## src/nvtn_pkg.sv

```systemverilog
`timescale 1ns / 1ps

package nvtn_pkg;

    // Vector component width; 1.0 reads as 1 << (VEC_W - 2).
    localparam int VEC_W = 16;
    localparam logic signed [VEC_W-1:0] UNIT_ONE = VEC_W'(1) << (VEC_W - 2);

    // Matrix rows and cofactors.
    localparam int ROW_W   = 48;
    localparam int SLOT_W  = 16;
    localparam int COF_W   = 2 * SLOT_W + 1;
    localparam int CFG_IDX_W = 2;

    // Register indexes of the configuration port.
    localparam logic [CFG_IDX_W-1:0] REG_ROW0 = 2'd0;
    localparam logic [CFG_IDX_W-1:0] REG_ROW1 = 2'd1;
    localparam logic [CFG_IDX_W-1:0] REG_ROW2 = 2'd2;

    // Input beat.
    typedef struct packed {
        logic signed [VEC_W-1:0] normal_x;
        logic signed [VEC_W-1:0] normal_y;
        logic signed [VEC_W-1:0] normal_z;
    } nvtn_in_t;

    // Result beat.
    typedef struct packed {
        logic signed [VEC_W-1:0] unit_x;
        logic signed [VEC_W-1:0] unit_y;
        logic signed [VEC_W-1:0] unit_z;
        logic                    zero_length;
        logic                    singular_matrix;
    } nvtn_out_t;

    // Matrix state handed from the cofactor unit to the datapath.
    typedef struct packed {
        logic [8:0][COF_W-1:0] cof;
        logic                  det_neg;
        logic                  det_zero;
        logic                  busy;
    } nvtn_coef_t;

endpackage

```

## src/nvtn_sqrt.sv

```systemverilog
`timescale 1ns / 1ps

// Pipelined integer square root, one result bit per stage.
module nvtn_sqrt
    import nvtn_pkg::*;
#(
    parameter int IN_W   = 62,
    parameter int SIDE_W = 8
)
(
    input  logic                clk,
    input  logic                rst_n,
    input  logic                en,
    input  logic                src_valid,
    input  logic [IN_W-1:0]     radicand,
    input  logic [SIDE_W-1:0]   src_side,
    output logic                res_valid,
    output logic [IN_W/2-1:0]   root,
    output logic [SIDE_W-1:0]   res_side
);

    localparam int ST   = IN_W / 2;
    localparam int REMW = ST + 2;
    localparam int RNW  = REMW + 2;

    logic [IN_W-1:0]   x_src [ST], x_nxt [ST], x_reg [ST];
    logic [REMW-1:0]   rem_src [ST], rem_nxt [ST], rem_reg [ST];
    logic [ST-1:0]     rt_src [ST], rt_nxt [ST], rt_reg [ST];
    logic [SIDE_W-1:0] side_src [ST], side_reg [ST];
    logic              vld_src [ST], vld_reg [ST];
    logic [RNW-1:0]    rn [ST];
    logic [RNW-1:0]    trial [ST];

    // Stage inputs: the first takes the port, the rest the previous stage.
    always_comb
    begin
        x_src[0]    = radicand;
        rem_src[0]  = '0;
        rt_src[0]   = '0;
        side_src[0] = src_side;
        vld_src[0]  = src_valid;
        for (int g = 1; g < ST; g++)
        begin
            x_src[g]    = x_reg[g-1];
            rem_src[g]  = rem_reg[g-1];
            rt_src[g]   = rt_reg[g-1];
            side_src[g] = side_reg[g-1];
            vld_src[g]  = vld_reg[g-1];
        end
    end

    // One restoring step per stage: bring down two bits, try a root bit.
    always_comb
    begin
        for (int g = 0; g < ST; g++)
        begin
            rn[g]    = {rem_src[g], x_src[g][IN_W-1 -: 2]};
            trial[g] = RNW'({rt_src[g], 2'b01});
            x_nxt[g] = x_src[g] << 2;
            if (rn[g] >= trial[g])
            begin
                rem_nxt[g] = REMW'(rn[g] - trial[g]);
                rt_nxt[g]  = {rt_src[g][ST-2:0], 1'b1};
            end
            else
            begin
                rem_nxt[g] = REMW'(rn[g]);
                rt_nxt[g]  = {rt_src[g][ST-2:0], 1'b0};
            end
        end
    end

    always_ff @(posedge clk)
    begin
        if (en)
        begin
            for (int g = 0; g < ST; g++)
            begin
                x_reg[g]    <= x_nxt[g];
                rem_reg[g]  <= rem_nxt[g];
                rt_reg[g]   <= rt_nxt[g];
                side_reg[g] <= side_src[g];
            end
        end
    end

    always_ff @(posedge clk or negedge rst_n)
    begin
        if (!rst_n)
        begin
            for (int g = 0; g < ST; g++)
            begin
                vld_reg[g] <= 1'b0;
            end
        end
        else if (en)
        begin
            for (int g = 0; g < ST; g++)
            begin
                vld_reg[g] <= vld_src[g];
            end
        end
    end

    assign res_valid = vld_reg[ST-1];
    assign root      = rt_reg[ST-1];
    assign res_side  = side_reg[ST-1];

endmodule

```

## config.mk

```make
export PLATFORM = sky130hd
export DESIGN_NAME = nvtn_sqrt
export DESIGN_NICKNAME = d
export VERILOG_FILES = /design/src/nvtn_pkg.sv /design/src/nvtn_sqrt.sv
export SDC_FILE = /design/constraint.sdc
export NUM_CORES = 2
export LEC_CHECK = 0
export ABC_AREA = 0
export BUFFER_PORTS_ARGS = -buffer_cell sky130_fd_sc_hd__buf_4
export CORE_UTILIZATION = 48
export CTS_CLUSTER_DIAMETER = 150
export DETAILED_ROUTE_END_ITERATION = 6
export PLACE_DENSITY = 0.67
export SYNTH_ARGS = -nofsm -noshare
export SYNTH_HDL_FRONTEND = slang
export SYNTH_MEMORY_MAX_BITS = 65536
export SYNTH_SLANG_ARGS = --single-unit
```

## constraint.sdc

```tcl
create_clock -name clk -period 3.6 [get_ports clk]
set_clock_uncertainty 0.1 [all_clocks]
set_input_delay 0.36 -clock clk [delete_from_list [all_inputs] [get_ports clk]]
set_output_delay 0.36 -clock clk [all_outputs]
set_load 0.02 [all_outputs]
```

==> impl_metrics.tcl <==
set metrics [dict create \
    gp_congestion 0.8944 \
    port_buffers 113 \
    numCtsBuffers 299 \
    vias 71650 \
    synthesis.area_mm2 0.1199 \
    clock_path_buffers 4 \
    syn_avg_cell_area_um2 13.27 \
    die-area_mm2 0.2518 \
    power_w 0.08714 \
    mostFrequentLayoutCells "edfxtp_1, inv_1, nor2_1" \
    dieWidth_um 501.8 \
    crit_chain "ha_1 > nor2b_1 > o21ai_0 > a21boi_0 > o41ai_1 > o31ai_1 > a41oi_1 > nand3b_1 > nor3b_1 > xor2_1" \
    slew_headroom_pct 38.05 \
    dp_hpwl_um 174300 \
    yosysWarnings 0 \
    grt-ovfl-total 0 \
    slowest_delay_ns 0.52 \
    cp.arrival_ns 3.97 \
    fillers 20130 \
    crit_slowest_cell "o41ai_1" \
    path_class "reg2reg" \
    ant_nets 0 \
    synth_top_cell_by_area "edfxtp_1" \
    grt_pass1_wl_um 386800 \
    required_ns 4.09 \
    postSynthCellCount 9032 \
    cts_tree "done" \
    drtIter0Drc 4918 \
    worstPathMaxFanout 6 \
    final_util_pct 55.36 \
    leakagePower_nw 52.63 \
    cap_violations 0 \
    drive_gt1_share_pct 10.63 \
    crit_start "rem_reg[0][495]$_DFFE_PP_" \
    fmax_mhz 287.1 \
    synthTopCellsByArea "edfxtp_1, ha_1, xor2_1" \
    rsz0062_at_grt "no" \
    tightest_slew_ns 0.9208 \
    p_int_w 0.06330 \
    cp-end-kind "register" \
    netSwitchingFraction_pct 27.36 \
    setup_viol_count_final 0 \
    grt_pass1_vias 71430 \
    synth_top_area_share_pct 65.52 \
    peakVddDrop_mv 0.6450 \
    initial_core_util_pct 48.26 \
    final_nets 10260 \
    drc 0 \
    worstHoldPathType "in2reg" \
    cp-endpoint "rem_reg[1][22]$_DFFE_PP_" \
    clockRootBuffer "clkbuf_16" \
    reg2reg_setup_slack_ns 0.12 \
    cp_num_cells 10 \
    coreArea_mm2 0.2484 \
    seqPwrFrac_pct 47.2 \
    clk_latency_ns 0.93 \
    crit_buf_inv 0 \
    final.setup.tns_ns 0 \
    yosys_most_used_dff "edfxtp_1" \
    hold_violations 0 \
    rr_endpoint "rem_reg[1][22]$_DFFE_PP_" \
    async_reset_ff_share_pct 1.171 \
    ios 114 \
    final_common_cell "edfxtp_1" \
    period_needed_ns 3.483 \
    grt_max_degree 143 \
    pwr-share-clk_pct 33.2 \
    largest_reg_flops 942 \
    wl_per_cell_um 18.57 \
    ys_seq_area_share_pct 66.17 \
    area_growth_pct 14.71 \
    hold_slack_ns 0.07564 \
    via_per_inst 5.429 \
    cp-start-kind "register" \
    grt_usage_pct 19.22 \
    pwr-share-comb_pct 19.7 \
    routed_wl_um 245000 \
    ys_seq_elements 2647 \
    first_pass_iters 6 \
    syn_nets 9634 \
    r2r_start "rem_reg[0][495]$_DFFE_PP_" \
    fin_crit_sh_pct 96.75 \
    r2r.worst_path.cells 10 \
    die_y_um 501.8 \
    path_clk_slew_ns 0.06 \
    p_per_area_mw_per_mm2 633.6 \
    antenna_found_initial 0 \
    switching_power_w 0.02384 \
    rows 183 \
    cts_sinks 2647 \
    synth.distinct_cells 83 \
    htreeDepth 5 \
    synth_edf_count 2616 \
    drv_slew 0 \
    diodes 0 \
    cp_top_family "compound AO/OA/AOI/OAI gates" \
    outcome "complete, no violations" \
]
## repair_timing
item                                    CTS  global route
buffers inserted                          0             4
hold buffers                            122             0
endpoints found under the setup margin   33           200
hold endpoints to repair                121             0
resized for setup                         8            43
pin swaps                                 0             6
## worst reg2reg max path: cells and delay by family, from the launching register on
| family | cells | cell delay (ns) |
|---|---|---|
| adder cells (fa/ha/maj) | 1 | 0.35 |
| XOR/XNOR | 1 | 0.12 |
| flip-flops | 1 | 0.41 |
| AO/OA/AOI/OAI | 5 | 1.53 |
| AND/OR/NAND/NOR | 3 | 0.71 |
## Yosys cell counts (all sizes together), types with 12 or more instances
master,instances
or4,56
edfxtp,2616
nor4b,12
xnor2,354
nor2b,78
o31ai,57
a2111oi,26
nor4,132
nor3b,19
nand3b,27
nor2,584
xor2,409
or3,90
and3,42
a21o,244
nand3,144
clkbuf,155
and2,28
mux2,121
nand4,99
a41oi,12
dfrtp,31
buf,39
o41ai,18
o31a,16
or2,48
inv,666
nor3,226
a211oi,55
o21bai,52
o21a,117
nand2,573
mux2i,17
ha,528
o211ai,30
nand2b,108
o21ai,416
a21oi,581
a31oi,50
a21boi,34
## per-layer routing
| metal | wire length [um] | vias to the layer above | track usage [%] |
|---|---|---|---|
| met1 | 104400 | 34750 | 24.13 |
| met4 | 8636 | 0 | 7.012 |
| met5 | 0 | - | 0 |
| met2 | 123300 | 1531 | 33.88 |
| met3 | 8653 | 534 | 2.425 |
| li1 | - | 34840 | - |
## power by group through the flow
| stage | clock network (W) | logic [W] | registers (W) |
|---|---|---|---|
| 2_1_floorplan | 0 | 0.0119 | 0.0405 |
| 3_3_place_gp | 0 | 0.0166 | 0.0417 |
| 3_5_place_dp | 0 | 0.0168 | 0.0418 |
| 4_1_cts | 0.0298 | 0.0170 | 0.0411 |
| 5_1_grt | 0.0309 | 0.0190 | 0.0415 |
| 6_report | 0.0289 | 0.0171 | 0.0411 |
## metrics by stage
stage / instance area, um^2 / worst slack, ns / instances
2_1_floorplan: 119900 / 0.2221 / 9032
3_3_place_gp: 126700 / -0.1274 / 12560
3_5_place_dp: 126700 / -0.1295 / 12560
4_1_cts: 137300 / 0.002620 / 13200
5_1_grt: 137500 / 0.001807 / 13200
6_report: 137500 / 0.1168 / 13200
## cells by family (layout without fill, tap and decap cells)
kind of cell,count (synthesis),after routing,synth area share [%]
multiplexers,138,138,1.278
XOR/XNOR,763,763,5.574
AND/OR/NAND/NOR,2298,2298,9.428
AO/OA/AOI/OAI,1794,1794,9.298
buffers and inverters,863,1700,2.739
other,1,1,0.003128
adder cells (fa/ha/maj),528,528,5.510
flip-flops,2647,2647,66.17
## how the worst min path moves through the flow
stage	startpoint	to	depth (start not counted)
finish	radicand[50]	x_reg[0][50]$_DFFE_PP_	2
global route	radicand[50]	x_reg[0][50]$_DFFE_PP_	2
CTS	radicand[18]	x_reg[0][18]$_DFFE_PP_	2
detailed placement	rst_n	vld_reg[29]$_DFFE_PN0P_	1
global placement	rst_n	vld_reg[30]$_DFFE_PN0P_	1
floorplan	rst_n	res_valid$_DFFE_PN0P_	0
## area by class of cell
type	instances	area, um^2	share of cell area, %
clock inverters	154	1483	1.078
flip-flops and latches	2647	79330	57.68
clock buffers	356	7802	5.673
well taps	3330	4167	3.029
multi-input cells	5522	37590	27.33
inverters	669	2511	1.826
repair buffers	521	4651	3.382
Note: power is estimated with default switching activity, not from simulation.
